**config.mk**
```make
export PLATFORM = sky130hd
export DESIGN_NAME = feeder_shot_sequencer
export DESIGN_NICKNAME = d
export VERILOG_FILES = /design/src/rtl/fss_pkg.sv /design/src/rtl/feeder_shot_sequencer.sv /design/src/rtl/fss_cfg_regs.sv
export VERILOG_INCLUDE_DIRS = /design/src /design/src/rtl
export SDC_FILE = /design/constraint.sdc
export NUM_CORES = 1
export LEC_CHECK = 0
export BUFFER_PORTS_ARGS = -buffer_cell sky130_fd_sc_hd__buf_2
export CORE_UTILIZATION = 56
export DETAILED_ROUTE_END_ITERATION = 10
export PLACE_DENSITY = 0.76
export SKIP_LAST_GASP = 1
export SYNTH_ARGS = -nofsm -noshare
export SYNTH_HDL_FRONTEND = slang
export SYNTH_SLANG_ARGS = --single-unit
```
**constraint.sdc**
```tcl
create_clock -name i_clk -period 5.2 [get_ports i_clk]
set_clock_uncertainty 0.2 [all_clocks]
set_input_delay 0.78 -clock i_clk [delete_from_list [all_inputs] [get_ports i_clk]]
set_output_delay 0.78 -clock i_clk [all_outputs]
set_load 0.1 [all_outputs]
```
**src/rtl/feeder_shot_sequencer_macros.svh**
```systemverilog
`ifndef FEEDER_SHOT_SEQUENCER_MACROS_SVH
`define FEEDER_SHOT_SEQUENCER_MACROS_SVH

// same-cycle implication, disabled while reset is held
`define FSS_ASSERT_NOW(label, clk, rst_n, ante, cons, msg) \
    label: assert property (@(posedge clk) disable iff (!rst_n) (ante) |-> (cons)) \
        else $error(msg);

// next-cycle implication, disabled while reset is held
`define FSS_ASSERT_NEXT(label, clk, rst_n, ante, cons, msg) \
    label: assert property (@(posedge clk) disable iff (!rst_n) (ante) |=> (cons)) \
        else $error(msg);

`endif

```
**src/rtl/fss_pkg.sv**
```systemverilog
package fss_pkg;

    localparam int TICK_COUNTER_BITS_DEF = 16;
    localparam int THR_W                 = 16;
    localparam int CFG_DATA_W            = 31;
    localparam int CFG_INDEX_W           = 3;
    localparam int POS_W                 = 32;
    localparam int SPD_W                 = 16;

    typedef enum logic [CFG_INDEX_W-1:0] {
        CFG_FIRE_PERIOD_TICKS  = 3'd0,
        CFG_FEED_STEP          = 3'd1,
        CFG_POSITION_TOLERANCE = 3'd2,
        CFG_SPEED_TOLERANCE    = 3'd3,
        CFG_JAM_SPEED_LIMIT    = 3'd4,
        CFG_JAM_DWELL          = 3'd5,
        CFG_UNJAM_SPAN         = 3'd6,
        CFG_UNJAM_TORQUE       = 3'd7
    } t_cfg_index;

    typedef enum logic [1:0] {
        PH_IDLE  = 2'd0,
        PH_FEED  = 2'd1,
        PH_UNJAM = 2'd2
    } t_phase;

    typedef enum logic [1:0] {
        DM_ZERO  = 2'd0,
        DM_HOLD  = 2'd1,
        DM_UNJAM = 2'd2,
        DM_NONE  = 2'd3
    } t_drive_mode;

    typedef struct packed {
        logic [THR_W-1:0] fire_period_ticks;
        logic [30:0]      feed_step;
        logic [30:0]      position_tolerance;
        logic [14:0]      speed_tolerance;
        logic [14:0]      jam_speed_limit;
        logic [THR_W-1:0] jam_dwell;
        logic [THR_W-1:0] unjam_span;
    } t_cfg;

    localparam logic [THR_W-1:0] FIRE_PERIOD_TICKS_RST  = 16'd100;
    localparam logic [30:0]      FEED_STEP_RST          = 31'd8192;
    localparam logic [30:0]      POSITION_TOLERANCE_RST = 31'd655;
    localparam logic [14:0]      SPEED_TOLERANCE_RST    = 15'd256;
    localparam logic [14:0]      JAM_SPEED_LIMIT_RST    = 15'd128;
    localparam logic [THR_W-1:0] JAM_DWELL_RST          = 16'd200;
    localparam logic [THR_W-1:0] UNJAM_SPAN_RST         = 16'd100;

endpackage

```
**src/rtl/feeder_shot_sequencer.sv**
```systemverilog
// channel  | handshake                  | payload
// ---------+----------------------------+------------------------------------------
// in       | i_in_valid / o_in_ready    | disarm, friction_on, feeder_armed,
//          |                            | shot_request, burst_enable, position, speed
// out      | o_out_valid / i_out_ready  | drive_mode, drive_target, wheels_run,
//          |                            | seq_state
// cfg      | i_cfg_we (no wait)         | i_cfg_index, i_cfg_data
//
// One item per cycle sustained while the result is not stalled; an item that is taken
// passes the input register, then the phase machine and counters into the result register.
// Reset is synchronous; it clears the state and loads the register defaults.
// A stalled result holds; the input register still takes one more item behind it.
`include "feeder_shot_sequencer_macros.svh"

module feeder_shot_sequencer #(
    parameter int TICK_COUNTER_BITS = fss_pkg::TICK_COUNTER_BITS_DEF
) (
    input  logic                                  i_clk,
    input  logic                                  i_rst_n,
    input  logic                                  i_in_valid,
    output logic                                  o_in_ready,
    input  logic                                  i_disarm,
    input  logic                                  i_friction_on,
    input  logic                                  i_feeder_armed,
    input  logic                                  i_shot_request,
    input  logic                                  i_burst_enable,
    input  logic signed [fss_pkg::POS_W-1:0]      i_measured_position,
    input  logic signed [fss_pkg::SPD_W-1:0]      i_measured_speed,
    output logic                                  o_out_valid,
    input  logic                                  i_out_ready,
    output logic        [1:0]                     o_drive_mode,
    output logic signed [fss_pkg::POS_W-1:0]      o_drive_target,
    output logic                                  o_wheels_run,
    output logic        [1:0]                     o_seq_state,
    input  logic                                  i_cfg_we,
    input  logic        [fss_pkg::CFG_INDEX_W-1:0] i_cfg_index,
    input  logic        [fss_pkg::CFG_DATA_W-1:0]  i_cfg_data
);

    localparam int CW    = TICK_COUNTER_BITS;
    localparam int CMP_W = (CW > fss_pkg::THR_W) ? CW : fss_pkg::THR_W;
    localparam int PW    = fss_pkg::POS_W;
    localparam int SW    = fss_pkg::SPD_W;

    fss_pkg::t_cfg cfg;

    fss_cfg_regs u_cfg_regs (
        .i_clk       (i_clk),
        .i_rst_n     (i_rst_n),
        .i_cfg_we    (i_cfg_we),
        .i_cfg_index (i_cfg_index),
        .i_cfg_data  (i_cfg_data),
        .o_cfg       (cfg)
    );

    // input register
    logic                 r_in_valid;
    logic                 r_in_disarm;
    logic                 r_in_friction;
    logic                 r_in_armed;
    logic                 r_in_shot;
    logic                 r_in_burst;
    logic [PW-1:0]        r_in_position;
    logic signed [SW-1:0] r_in_speed;

    // sequencer state
    fss_pkg::t_phase r_phase, n_phase;
    logic [PW-1:0]   r_target, n_target;
    logic [CW-1:0]   r_fire_timer, n_fire_timer;
    logic            r_pending, n_pending;
    logic [CW-1:0]   r_stall, n_stall;
    logic [CW-1:0]   r_unjam, n_unjam;

    // result register
    logic                 r_out_valid;
    fss_pkg::t_drive_mode r_out_mode, n_out_mode;
    logic [PW-1:0]        r_out_target, n_out_target;
    logic                 r_out_wheels;
    fss_pkg::t_phase      r_out_state;

    logic c_advance;
    logic c_in_take;

    // shared conditions
    logic          c_burst_arm;
    logic [CW-1:0] c_fire_inc;
    logic          c_fire;
    logic          c_trig_now;
    logic          c_pend_tmr;
    logic          c_run_ok;
    logic [SW-1:0] c_spd_mag;
    logic [PW-1:0] c_err;
    logic signed [PW:0] c_err_x;
    logic signed [PW:0] c_tol_x;
    logic signed [PW:0] c_tol_neg;
    logic          c_arrive;
    logic [CW-1:0] c_stall_inc;
    logic [CW-1:0] c_stall_next;
    logic          c_jam;
    logic [CW-1:0] c_unjam_inc;
    logic          c_unjam_done;

    assign c_advance  = r_in_valid && (!r_out_valid || i_out_ready);
    assign o_in_ready = !r_in_valid || c_advance;
    assign c_in_take  = i_in_valid && o_in_ready;

    always_comb begin
        c_burst_arm = r_in_burst && r_in_armed;
        c_fire_inc  = (r_fire_timer == {CW{1'b1}}) ? r_fire_timer : r_fire_timer + 1'b1;
        c_fire      = c_burst_arm
                      && (CMP_W'(c_fire_inc) >= CMP_W'(cfg.fire_period_ticks));
        c_trig_now  = r_in_shot || (c_fire && (r_phase == fss_pkg::PH_IDLE));
        c_pend_tmr  = c_burst_arm && (r_pending || (c_fire && (r_phase != fss_pkg::PH_IDLE)));
        c_run_ok    = r_in_armed && r_in_friction;

        c_spd_mag = r_in_speed[SW-1] ? SW'(-r_in_speed) : r_in_speed;
        c_err     = r_target - r_in_position;
        c_err_x   = {c_err[PW-1], c_err};
        c_tol_x   = {2'b00, cfg.position_tolerance};
        c_tol_neg = -c_tol_x;
        c_arrive  = (c_err_x < c_tol_x) && (c_err_x > c_tol_neg)
                    && (c_spd_mag < {1'b0, cfg.speed_tolerance});

        c_stall_inc  = (r_stall == {CW{1'b1}}) ? r_stall : r_stall + 1'b1;
        c_stall_next = (c_spd_mag < {1'b0, cfg.jam_speed_limit}) ? c_stall_inc : '0;
        c_jam        = CMP_W'(c_stall_next) >= CMP_W'(cfg.jam_dwell);

        c_unjam_inc  = (r_unjam == {CW{1'b1}}) ? r_unjam : r_unjam + 1'b1;
        c_unjam_done = CMP_W'(c_unjam_inc) >= CMP_W'(cfg.unjam_span);
    end

    // next state
    always_comb begin
        n_phase      = r_phase;
        n_target     = r_target;
        n_fire_timer = (c_burst_arm && !c_fire) ? c_fire_inc : '0;
        n_pending    = c_pend_tmr;
        n_stall      = r_stall;
        n_unjam      = r_unjam;
        if (r_in_disarm) begin
            n_phase      = fss_pkg::PH_IDLE;
            n_target     = '0;
            n_fire_timer = '0;
            n_pending    = 1'b0;
            n_stall      = '0;
            n_unjam      = '0;
        end else begin
            case (r_phase)
                fss_pkg::PH_IDLE: begin
                    n_stall = '0;
                    if (!c_run_ok) begin
                        n_target = r_in_position;
                    end else begin
                        if (!c_trig_now && c_pend_tmr) begin
                            n_pending = 1'b0;
                        end
                        if (c_trig_now || c_pend_tmr) begin
                            n_target = r_target + {1'b0, cfg.feed_step};
                            n_phase  = fss_pkg::PH_FEED;
                        end
                    end
                end
                fss_pkg::PH_FEED: begin
                    if (c_arrive) begin
                        n_phase = fss_pkg::PH_IDLE;
                        n_stall = '0;
                    end else if (c_jam) begin
                        n_stall = '0;
                        n_unjam = '0;
                        n_phase = fss_pkg::PH_UNJAM;
                    end else begin
                        n_stall = c_stall_next;
                    end
                end
                default: begin
                    n_phase = fss_pkg::PH_UNJAM;
                    if (c_unjam_done) begin
                        n_unjam = '0;
                        n_phase = fss_pkg::PH_FEED;
                    end else begin
                        n_unjam = c_unjam_inc;
                    end
                end
            endcase
        end
    end

    // command for this item
    always_comb begin
        n_out_mode   = fss_pkg::DM_ZERO;
        n_out_target = '0;
        if (!r_in_disarm) begin
            case (r_phase)
                fss_pkg::PH_IDLE: begin
                    if (!c_run_ok) begin
                        n_out_mode = fss_pkg::DM_ZERO;
                    end else if (c_trig_now || c_pend_tmr) begin
                        n_out_mode = fss_pkg::DM_NONE;
                    end else begin
                        n_out_mode   = fss_pkg::DM_HOLD;
                        n_out_target = r_target;
                    end
                end
                fss_pkg::PH_FEED: begin
                    n_out_mode   = fss_pkg::DM_HOLD;
                    n_out_target = r_target;
                end
                default: begin
                    n_out_mode = fss_pkg::DM_UNJAM;
                end
            endcase
        end
    end

    always_ff @(posedge i_clk) begin
        if (!i_rst_n) begin
            r_in_valid   <= 1'b0;
            r_out_valid  <= 1'b0;
            r_phase      <= fss_pkg::PH_IDLE;
            r_target     <= '0;
            r_fire_timer <= '0;
            r_pending    <= 1'b0;
            r_stall      <= '0;
            r_unjam      <= '0;
        end else begin
            if (c_in_take) begin
                r_in_valid <= 1'b1;
            end else if (c_advance) begin
                r_in_valid <= 1'b0;
            end
            if (c_advance) begin
                r_out_valid  <= 1'b1;
                r_phase      <= n_phase;
                r_target     <= n_target;
                r_fire_timer <= n_fire_timer;
                r_pending    <= n_pending;
                r_stall      <= n_stall;
                r_unjam      <= n_unjam;
            end else if (i_out_ready) begin
                r_out_valid <= 1'b0;
            end
        end
    end

    always_ff @(posedge i_clk) begin
        if (c_in_take) begin
            r_in_disarm   <= i_disarm;
            r_in_friction <= i_friction_on;
            r_in_armed    <= i_feeder_armed;
            r_in_shot     <= i_shot_request;
            r_in_burst    <= i_burst_enable;
            r_in_position <= i_measured_position;
            r_in_speed    <= i_measured_speed;
        end
        if (c_advance) begin
            r_out_mode   <= n_out_mode;
            r_out_target <= n_out_target;
            r_out_wheels <= r_in_friction && !r_in_disarm;
            r_out_state  <= n_phase;
        end
    end

    assign o_out_valid    = r_out_valid;
    assign o_drive_mode   = r_out_mode;
    assign o_drive_target = r_out_target;
    assign o_wheels_run   = r_out_wheels;
    assign o_seq_state    = r_out_state;

    `FSS_ASSERT_NEXT(a_disarm_clears, i_clk, i_rst_n, c_advance && r_in_disarm,
        r_out_valid && (r_phase == fss_pkg::PH_IDLE) && (r_out_mode == fss_pkg::DM_ZERO)
        && (r_out_target == '0), "disarm item did not clear the sequencer")
    `FSS_ASSERT_NOW(a_unjam_count_idle, i_clk, i_rst_n, r_phase != fss_pkg::PH_UNJAM,
        r_unjam == '0, "unjam counter running outside unjamming")
    `FSS_ASSERT_NOW(a_stall_idle, i_clk, i_rst_n, r_phase == fss_pkg::PH_IDLE,
        r_stall == '0, "stall counter running while idle")
    `FSS_ASSERT_NOW(a_target_only_hold, i_clk, i_rst_n,
        r_out_valid && (r_out_mode != fss_pkg::DM_HOLD),
        r_out_target == '0, "target shown outside hold mode")

endmodule

```
**src/rtl/fss_cfg_regs.sv**
```systemverilog
module fss_cfg_regs (
    input  logic                                i_clk,
    input  logic                                i_rst_n,
    input  logic                                i_cfg_we,
    input  logic [fss_pkg::CFG_INDEX_W-1:0]     i_cfg_index,
    input  logic [fss_pkg::CFG_DATA_W-1:0]      i_cfg_data,
    output fss_pkg::t_cfg                       o_cfg
);

    fss_pkg::t_cfg      r_cfg;
    fss_pkg::t_cfg      n_cfg;
    fss_pkg::t_cfg_index c_index;

    assign c_index = fss_pkg::t_cfg_index'(i_cfg_index);

    always_comb begin
        n_cfg = r_cfg;
        if (i_cfg_we) begin
            case (c_index)
                fss_pkg::CFG_FIRE_PERIOD_TICKS:
                    n_cfg.fire_period_ticks = i_cfg_data[fss_pkg::THR_W-1:0];
                fss_pkg::CFG_FEED_STEP:
                    n_cfg.feed_step = i_cfg_data[30:0];
                fss_pkg::CFG_POSITION_TOLERANCE:
                    n_cfg.position_tolerance = i_cfg_data[30:0];
                fss_pkg::CFG_SPEED_TOLERANCE:
                    n_cfg.speed_tolerance = i_cfg_data[14:0];
                fss_pkg::CFG_JAM_SPEED_LIMIT:
                    n_cfg.jam_speed_limit = i_cfg_data[14:0];
                fss_pkg::CFG_JAM_DWELL:
                    n_cfg.jam_dwell = i_cfg_data[fss_pkg::THR_W-1:0];
                fss_pkg::CFG_UNJAM_SPAN:
                    n_cfg.unjam_span = i_cfg_data[fss_pkg::THR_W-1:0];
                default: begin
                    n_cfg = r_cfg;
                end
            endcase
        end
    end

    always_ff @(posedge i_clk) begin
        if (!i_rst_n) begin
            r_cfg.fire_period_ticks  <= fss_pkg::FIRE_PERIOD_TICKS_RST;
            r_cfg.feed_step          <= fss_pkg::FEED_STEP_RST;
            r_cfg.position_tolerance <= fss_pkg::POSITION_TOLERANCE_RST;
            r_cfg.speed_tolerance    <= fss_pkg::SPEED_TOLERANCE_RST;
            r_cfg.jam_speed_limit    <= fss_pkg::JAM_SPEED_LIMIT_RST;
            r_cfg.jam_dwell          <= fss_pkg::JAM_DWELL_RST;
            r_cfg.unjam_span         <= fss_pkg::UNJAM_SPAN_RST;
        end else begin
            r_cfg <= n_cfg;
        end
    end

    assign o_cfg = r_cfg;

endmodule
```
== Yosys cells after proc, flatten, opt, wreduce, memory -nomap -nowiden ==
Index checks and enable logic that the tools add are counted.
Word-level totals
  flip-flop bits (word level): 315
  input bits: 92
  output and inout port bits: 39
  word-level logic and storage cells: 135
Operators by class
  add/subtract/negate cells: 7
  $lt $le $gt $ge: 7
  equal/unequal tests: 14
  mux-type cells: 41
  reductions and logical operators: 40
Operators with widths (count)
  $mux 16: 14
  $mux 32: 6
  $pmux 16 s2: 2
  $pmux 32 s2: 1
  $add 16x1->16 const B: 3
  $eq 16x16->1 const B: 3
  $ge 16x16->1: 3
  $gt 32x33->1: 1
  $neg 31->33: 1
  $add 32x31->32: 1
  $lt 16x15->1: 2
  $lt 32x32->1: 1
  $sub 32x32->32: 1
  $mux 2: 8
  $neg 16->16: 1
  $reduce_and 2->1: 8
  $logic_and 1x1->1: 13
  $eq 3x3->1 const B: 3
  $mux 1: 8
  $pmux 2 s2: 2
  $reduce_bool 2->1: 4
  $eq 3x2->1 const B: 2
  $ne 3x3->1 const B: 2
  $logic_not 1->1: 5
  other kinds (10): 14

== Depth between registers and ports, before layout ==
Gate-level depths: netlist (run 1).
  depth after elaboration: 12
  gate-level depth with buffers: 29
  mapped depth without buffers: 28

== Hierarchy ==
Synthesis (run 1) repeated with hierarchy kept, for this count alone.
Unflattened totals
  cells, all modules: 2277
  area total of the unflattened synthesis: 20215.6 um2
Modules (own cells, without submodules)
  feeder_shot_sequencer: instances 1, cells an instance 1771, area each 15014.4 um2, seq. area each 4404.2 um2
  fss_cfg_regs: instances 1, cells an instance 506, area each 5201.2 um2, seq. area each 2802.7 um2

== Worst setup path after synthesis (run 1) ==
Ideal clock, no wire load.
  kind: flip-flop to flip-flop
  start: reg r_in_speed[7]
  end: reg r_unjam[12]
  library setup time: 116 ps
  arrival time: 5397 ps
  data required time: 4884 ps
  setup slack: -513 ps
  cell stages (with the launch flop): 26
  path buffers: 1
  clock period less this slack: 5713 ps
  cell sequence: edfxtp_1 > or4_1 > or3_1 > or2_2 > o21ai_0 > xnor2_1 > ha_1 > nor2b_1 > o21ai_0 > o21ai_0 > a211oi_1 > o21ai_1 > nand2b_1 > ha_1 > nand2b_1 > a21o_1 > a21o_1 > a211o_1 > a21oi_1 > o21ai_0 > a21oi_1 > nor2_1 > a211oi_2 > buf_4 > mux2i_1 > nor2b_1
Between the ends
  cells in the longest elaborated chain, start to end: 7
  elaborated cells on any way between the ends: 10
  classes of those cells: add/sub: 1; order compare: 3; eq/ne: 2; mux: 2; reduce/logical: 2
RTL lines
  from (decl): RTL line feeder_shot_sequencer.sv:64  | logic signed [SW-1:0] r_in_speed;
  from (signal assigned): RTL line feeder_shot_sequencer.sv:253  | r_in_speed <= i_measured_speed;
  $neg 16->16: RTL line feeder_shot_sequencer.sv:116  | c_spd_mag = r_in_speed[SW-1] ? SW'(-r_in_speed) : r_in_speed;
  $mux 16 *: RTL line feeder_shot_sequencer.sv:116
  $lt 16x15->1: RTL line feeder_shot_sequencer.sv:125  | c_stall_next = (c_spd_mag < {1'b0, cfg.jam_speed_limit}) ? c_stall_inc : '0;
  $mux 16: RTL line feeder_shot_sequencer.sv:125
  $ge 16x16->1: RTL line feeder_shot_sequencer.sv:126  | c_jam = CMP_W'(c_stall_next) >= CMP_W'(cfg.jam_dwell);
  $ne 3x3->1 (no line)
  $reduce_and 4->1 (no line) *
  to (signal assigned): RTL line feeder_shot_sequencer.sv:238  | r_unjam <= n_unjam;
  to (decl): RTL line feeder_shot_sequencer.sv:72  | logic [CW-1:0] r_unjam, n_unjam;
Every way passes the cells marked *; elsewhere a longest branch is shown, timed or not.
A chain may end at the register's enable or synchronous reset.

== Worst setup path after layout (run 1) ==
  start: reg r_in_speed[8]
  end: reg r_stall[0]
Between the ends
  cells in the longest elaborated chain, start to end: 9
  elaborated cells on any way between the ends: 11
  classes of those cells: add/sub: 1; order compare: 3; mux: 6; reduce/logical: 1
RTL lines
  $neg 16->16: RTL line feeder_shot_sequencer.sv:116
  $mux 16 *: RTL line feeder_shot_sequencer.sv:116
  $lt 16x15->1: RTL line feeder_shot_sequencer.sv:125
  $mux 16: RTL line feeder_shot_sequencer.sv:125
  $ge 16x16->1: RTL line feeder_shot_sequencer.sv:126
  $mux 16: RTL line feeder_shot_sequencer.sv:167  | end else if (c_jam) begin
  $mux 16 *: RTL line feeder_shot_sequencer.sv:164  | if (c_arrive) begin
  $pmux 16 s2 *: RTL line feeder_shot_sequencer.sv:148  | case (r_phase)
  $mux 16 *: RTL line feeder_shot_sequencer.sv:140  | if (r_in_disarm) begin
  to (signal assigned): RTL line feeder_shot_sequencer.sv:237  | r_stall <= n_stall;
  to (decl): RTL line feeder_shot_sequencer.sv:71  | logic [CW-1:0] r_stall, n_stall;
Marked as above.

==> results of run 1 <==
-- sequential cells by signal, indices dropped and copies added (netlist names) --
signal and count:
o_out_valid 1, r_in_valid 1, r_in_armed 1, r_in_burst 1
r_unjam 16, r_phase 2, o_seq_state 2, o_drive_target 32
r_stall 16, r_in_friction 1, o_wheels_run 1, r_in_speed 16
r_in_shot 1, r_fire_timer 16, r_pending 1, r_in_disarm 1
r_in_position 32, u_cfg_regs.o_cfg 140, r_target 32, o_drive_mode 2
-- worst paths after layout --
| kind | cells past startpoint | slack [ns] | startpoint | end |
|---|---|---|---|---|
| worst max-delay path | 27 | -0.46 | r_in_speed[8] | r_stall[0] |
| worst max register to register | 27 | -0.46 | r_in_speed[8] | r_stall[0] |
| worst min register to register | 2 | 0.26 | u_cfg_regs.o_cfg[40] | u_cfg_regs.o_cfg[40] |
| worst min-delay path | 1 | 0.19 | i_measured_speed[1] | r_in_speed[1] |
-- logic make-up after synthesis --
group / synth area share
flip-flops: 0.355
XOR/XNOR: 0.0548
AND/OR/NAND/NOR: 0.205
multiplexers: 0.00648
buffers and inverters: 0.0497
AO/OA/AOI/OAI: 0.201
adder cells (fa/ha/maj): 0.128
-- what timing repair did --
item / in CTS / in global routing
hold buffers: 0 / 0
setup endpoints to repair: 38 / 102
resized for setup: 71 / 38
pin swaps: 50 / 26
setup buffers: 18 / 8
-- cell type report --
type                       instances  share of cell area
multi-input combinational       1821               0.514
sequential                       315               0.296
timing repair buffer             318              0.0910
clock buffer                      49              0.0432
inverter                         174              0.0268
tap                              461              0.0237
clock inverter                    16             0.00524
-- power groups by stage --
stage	clock [uW]	combinational, uW	sequential, uW
6_report	2560	975	2650
2_1_floorplan	0	504	2760
3_3_place_gp	0	885	2690
4_1_cts	2590	950	2640
5_1_grt	2690	1060	2650
3_5_place_dp	0	914	2700
-- placed cells by master, fill, tap and decap left out, types with 10 or more instances in the layout --
master     Yosys  layout
a211oi_1      15      10
a21boi_0     136     131
a21o_1        70      70
a21oi_1      130     122
a22oi_1       11      11
a31oi_1       14      12
and2_1        50      48
and3_1        19      19
buf_2          2     129
buf_4          1     168
buf_6          1      12
clkbuf_16      0      39
dfxtp_1      225     224
edfxtp_1      90      90
ha_1         202     199
inv_1        174     169
mux2i_1       12      12
nand2_1      419     416
nand2b_1      26      23
nand3_1       54      51
nand4_1       27      27
nor2_1       105      99
nor2b_1       50      49
nor3_1        47      43
nor4_1        11      11
o211ai_1      28      28
o21a_1        21      21
o21ai_0       75      60
o31ai_1       16      14
or3_1         14      12
xnor2_1       94      89
xor2_1        33      33
-- layer usage --
layer	track usage	routed length, um	share of wire
met5	0	11	0.00019
met4	0.134	2510	0.043
met3	0.0531	4360	0.075
met2	0.535	26900	0.46
met1	0.396	24200	0.42
-- stage by stage --
step,util,cell area [um^2]
detailed placement,0.633,22500
floorplan,-,20300
global placement,0.633,22500
CTS,0.679,24100
finish,0.685,24400
global route,0.685,24400
-- worst max-delay path, cell delays in order (launching register included) --
cell	delay, ns
edfxtp_1	0.40
or4_4	0.56
or4_4	0.52
nand2_1	0.13
xnor2_2	0.08
ha_1	0.34
a21oi_2	0.20
nor2b_4	0.05
o21ai_2	0.10
o21ai_1	0.08
a211oi_2	0.24
o21ai_2	0.11
nand2b_4	0.16
ha_4	0.22
nand2b_4	0.13
a21o_1	0.15
a21o_1	0.16
a211o_1	0.26
a21oi_2	0.15
o21ai_2	0.10
a21oi_4	0.27
nand2_2	0.10
a211oi_4	0.27
buf_12	0.16
buf_12	0.12
buf_6	0.10
nand3_2	0.07
mux2i_1	0.16
==> run metrics, run 1 <==
Setup Slack @ Placement=-0.580 ns; time the worst path needs with I/O delays and setup=5.66 ns; nets@finish=between 2000 and 3000; share of the synthesized area in the top cell type=0.222; Psw=1710 uW; number of global-route vias before repair=18200; LEAKAGE=0.0103 uW; cell types with the largest area share after synthesis=dfxtp_1 (22%), edfxtp_1 (13%), ha_1 (12%); switch share=0.277; WP data required=5.49 ns; sum of internal, switching and leakage power=6180 uW; first-pass detailed-route iteration total=6; Slew HR=0.192; P_int=approximately 4500 uW; maximum clock frequency=177 MHz; Worst Hold Slack=0.189 ns; total routed wirelength=around 58000 um; Std-Cell Core Area=35600 um^2; Crit Path Category=reg2reg; final worst slack=-0.456 ns; placement row count=69; number of standard cells in the final layout excluding fillers=3154; number of warnings printed during yosys synthesis=0; Synthesized Nets=roughly 2700; multi-input gate area in the final layout=12500 um^2; Buffers on Ports=between 100 and 150; unrepaired setup endpoints after global routing=yes; combinational share of power=0.158; Final Slew Violations=0; Clk Latency, worst-skew pair=0.56 ns; Starting Density=0.570; fraction of final layout cells sized beyond drive strength 1=0.180; Distinct cells, synth=80; flops & latches, synth=315; post-detailed-route via-to-cell ratio=5.89; sequential-to-total area share from yosys stat=0.355; top fanout value on the critical path=4; maximum vdd ir drop=346 uV; run status=finished with violations; Total Routing Usage GR=0.316; TritonCTS clock tree=done; Cells after DPL=3063; Worst setup EP type=flop; violations in the final reports=setup timing; Post-synth top cells=nand2_1 (419), dfxtp_1 (225), ha_1 (202); final weighted congestion in routability-driven placement=between 0.9 and 1; power share of the clock group=0.414; hold violation count in the final report=0; most frequently used cell type in the post-synthesis netlist=nand2_1; DRC viols=0; via total after detailed routing=about 19000; mean instance size in the synthesized netlist=8.45 um^2; Root Buffer Master=clkbuf_16; data arrival at the endpoint of the critical path=between 5 and 6 ns; slew at the pin closest to its max-slew limit=between 1 and 1.5 ns; height of the die=192 um; Sequential Power Share=0.428; Yosys top cell by area=dfxtp_1; routed length per placed instance=18.4 um; number of enable-type register cells in the synthesized netlist=90; buffer levels on the longest clock path=3; Die Footprint=37000 um^2; number of H-tree levels=2; antenna cells=0; P&R area growth vs syn=20.1%; Fin Setup TNS=-12.23 ns; initial antenna violation count=1; Main synth FF type=dfxtp_1; wire length of the first global-routing pass=92200 um; Num CTS Buffers=36; number of max-cap violations=0; share of the cycle needed by the critical path after routing=1.09; overall die width=192 um; Cell Pwr Density=254 nW/um^2; Filler Cell Count=2883; pin count of the biggest net entering global routing=99; setup violation total in the final timing report=36; Iteration-0 DRC Markers=approximately 1200; worst hold path type=in2reg; total gr overflow=0; antenna violation net count after detailed routing=0; kind of start point of the critical path=flop; I/O pins=about 130; hpwl dp=roughly 42000 um; synthesized netlist cell count=about 2400; register cell area after layout=about 7000 um^2; clk sink count=315; fraction of registers with async set or reset after synthesis=0; netlist area before placement=20300 um^2; clock transition at the registers of the reported paths=0.06 ns
No activity file was read; power rests on OpenSTA's default activity.
==> run 2: changes to the inputs <==
--- a/config.mk
+++ b/config.mk
@@ -6,6 +6,7 @@
 export SDC_FILE = /design/constraint.sdc
 export NUM_CORES = 1
 export LEC_CHECK = 0
+export ABC_AREA = 1
 export BUFFER_PORTS_ARGS = -buffer_cell sky130_fd_sc_hd__buf_2
 export CORE_UTILIZATION = 56
 export DETAILED_ROUTE_END_ITERATION = 10
==> run metrics, run 2 <==
run status=finished, final reports clean (was finished with violations); P&R area growth vs syn=12.5% (was 20.1%); number of global-route vias before repair=17500 (was 18200); setup violation total in the final timing report=0 (was 36); basic-gate share of the synthesized area counting and, or, nand and nor cells=0.198 (was 0.205); total routed wirelength=58000 um (about the same); Post-synth top cells=nand2_1 (379), inv_1 (350), a21oi_1 (331) (was nand2_1 (419), dfxtp_1 (225), ha_1 (202)); Synthesized Nets=2928 (was 2697); initial antenna violation count=0 (was 1); Crit Path Category=reg2reg (unchanged); Cell Pwr Density=293 nW/um^2 (was 254 nW/um^2); fraction of registers with async set or reset after synthesis=0 (unchanged); Iteration-0 DRC Markers=1383 (was 1176); via total after detailed routing=18600 (about the same); Yosys top cell by area=dfxtp_1 (unchanged); number of buffers added to fix hold violations after cts=0 (unchanged); multiplexer share of the synthesized area=0 (was 0.00648); synthesized netlist cell count=2632 (was 2401); netlist area before placement=20200 um^2 (was 20300 um^2); number of max-cap violations=0 (unchanged); dominant combinational cell family by area after synthesis=simple AND/OR/NAND/NOR gates (unchanged); placement row count=69 (unchanged); maximum clock frequency=202 MHz (was 177 MHz); data arrival at the endpoint of the critical path=5.19 ns (was 5.95 ns); first-pass detailed-route iteration total=6 (unchanged); Slew HR=0.142 (was 0.192); Post-Place Cell Area=21200 um^2 (was 22500 um^2); post-detailed-route via-to-cell ratio=5.74 (was 5.89); flip-flop count of the largest register, all copies and words added=140 (unchanged); number of standard cells in the final layout excluding fillers=3236 (was 3154); Clk Latency, worst-skew pair=0.56 ns (about the same); Num CTS Buffers=36 (unchanged); antenna violation net count after detailed routing=0 (unchanged); slew at the pin closest to its max-slew limit=1.28 ns (was 1.21 ns); hold violation count in the final report=0 (unchanged); Main synth FF type=dfxtp_1 (unchanged); Final Slew Violations=0 (unchanged); pin count of the biggest net entering global routing=101 (was 99); Die Footprint=36800 um^2 (was 37000 um^2); worst hold path type=in2reg (unchanged); hpwl dp=42400 um (was 41700 um); share of the synthesized area in the top cell type=0.223 (was 0.222); Std-Cell Core Area=35500 um^2 (was 35600 um^2); clock transition at the registers of the reported paths=0.07 ns (was 0.06 ns); Buffers on Ports=130 (unchanged); Setup Slack @ Placement=0.149 ns (was -0.580 ns); Cells after DPL=3162 (was 3063); Worst Hold Slack=0.195 ns (was 0.189 ns); DRC viols=0 (unchanged); number of H-tree levels=2 (unchanged); startpoint of the lowest-slack hold path=i_measured_speed[11] (was i_measured_speed[1]); number of enable-type register cells in the synthesized netlist=90 (unchanged); total gr overflow=0 (unchanged); compound-gate portion of the synthesized area=0.185 (was 0.201); cell types with the largest area share after synthesis=dfxtp_1 (22%), edfxtp_1 (13%), ha_1 (13%) (was dfxtp_1 (22%), edfxtp_1 (13%), ha_1 (12%)); most frequently used cell type in the post-synthesis netlist=nand2_1 (unchanged); R2R Path Start=r_in_speed[9] (was r_in_speed[8]); xor and xnor fraction of the mapped netlist area=0.0469 (was 0.0548); post-layout instance area=22700 um^2 (was 24400 um^2); height of the die=192 um (about the same); final worst slack=0.247 ns (was -0.456 ns); final weighted congestion in routability-driven placement=0.975 (was 0.940); maximum vdd ir drop=250 uV (was 346 uV); Filler Cell Count=3138 (was 2883); Distinct cells, synth=58 (was 80); most common cell after layout, fill and taps aside=nand2_1 (unchanged); mean instance size in the synthesized netlist=7.66 um^2 (was 8.45 um^2); routed length per placed instance=17.9 um (was 18.4 um); wire length of the first global-routing pass=90200 um (was 92200 um); time the worst path needs with I/O delays and setup=4.95 ns (was 5.66 ns); sequential-to-total area share from yosys stat=0.357 (was 0.355); buffer levels on the longest clock path=3 (unchanged); kind of start point of the critical path=flop (unchanged); nets@finish=3045 (was 2962); Root Buffer Master=clkbuf_16 (unchanged); I/O pins=131 (unchanged); WP data required=5.44 ns (was 5.49 ns); antenna cells=0 (unchanged); Total Routing Usage GR=0.311 (was 0.316); overall die width=192 um (about the same); most frequent cells in the layout=nand2_1 (378), inv_1 (345), a21oi_1 (326), nor2_1 (238), dfxtp_1 (225) (was nand2_1 (416), dfxtp_1 (224), ha_1 (199), inv_1 (169), buf_4 (168)); source of the critical timing path=r_in_speed[9] (was r_in_speed[8]); clk sink count=315 (unchanged); post-synthesis share of cell area spent on full adders, half adders and majority gates=0.127 (was 0.128); TritonCTS clock tree=done (unchanged); Worst setup EP type=flop (unchanged); fraction of final layout cells sized beyond drive strength 1=0.116 (was 0.180); share of the cycle needed by the critical path after routing=0.953 (was 1.09); number of warnings printed during yosys synthesis=0 (unchanged); top fanout value on the critical path=8 (was 4); LEAKAGE=0.0100 uW (was 0.0103 uW); Starting Density=0.569 (was 0.570); Fin Setup TNS=0 ns (was -12.23 ns); flops & latches, synth=315 (unchanged)
## run 2: changes by cell type after synthesis, moves of 49 or more
cell	delta
nor2_1	+138
and2_1	-49
a21boi_0	-131
a21o_1	-57
xnor2_1	-71
inv_1	+176
nor2b_1	-50
o21ai_0	+133
a21oi_1	+201
xor2_1	+52
## run 2: routing by layer
layer / track usage / wire length (um)
met3: 0.0393 / 3490
met1: 0.408 / 25600
met2: 0.526 / 27300
met4: 0.107 / 1520
met5: 0 / 0
## run 2: final timing paths
kind	endpoint	slack [ns]	depth (start not counted)
setup reg to reg	r_unjam[4]	0.25	23
hold reg to reg	u_cfg_regs.o_cfg[132]	0.26	2
hold / removal	r_in_speed[11]	0.19	1
setup / recovery	r_unjam[4]	0.25	23
## run 2: through the flow
step                      utilization  power (uW)
final                           0.640        6660
after global routing            0.640        6940
after CTS                       0.632        6640
after detailed placement        0.599        4040
after global placement          0.599        4000
after floorplan                     -        3650
## run 2: kinds of logic after synthesis
logic type	count (synthesis)
simple gates	881
compound gates	677
buf+inv	447
flops	315
fa+ha+maj	204
xor+xnor	108
## run 2: final cells by class
| class | count | area, um^2 | share of cell area |
|---|---|---|---|
| multi-input cells | 1870 | 11400 | 0.500 |
| clock inverters | 19 | 188 | 0.00827 |
| well taps | 461 | 577 | 0.0254 |
| repair buffers | 164 | 1000 | 0.0443 |
| inverters | 362 | 1360 | 0.0600 |
| flip-flops and latches | 315 | 7210 | 0.317 |
| clock buffers | 45 | 1010 | 0.0443 |
## run 2: what timing repair did
item	4_1_cts	5_1_grt
setup buffers	0	7
endpoints found under the setup margin	0	92
gates resized for setup	0	32
## run 2: power by group
part | leakage, uW | total (uW) | switching (uW) | internal (uW)
sequential | 0.00271 | 2700 | 73.3 | 2630
clock | 0.000584 | 2610 | 1080 | 1530
combinational | 0.00674 | 1350 | 904 | 441
## run 2: critical path, cell delays in order (launching register included)
cell	delay, ns
edfxtp_1	0.45
nor2_1	0.19
nand3_1	0.13
o31ai_1	0.37
o21ai_0	0.19
xor2_1	0.24
ha_1	0.28
a21oi_1	0.13
o211ai_1	0.14
a21oi_2	0.17
nand2_2	0.12
buf_4	0.20
a31oi_1	0.25
ha_1	0.21
nand4_1	0.18
o221ai_2	0.27
nand2_1	0.08
nand3_1	0.15
nand2_1	0.12
a21oi_4	0.33
clkbuf_16	0.25
nand3_2	0.07
nand2_1	0.07
nor2_1	0.05
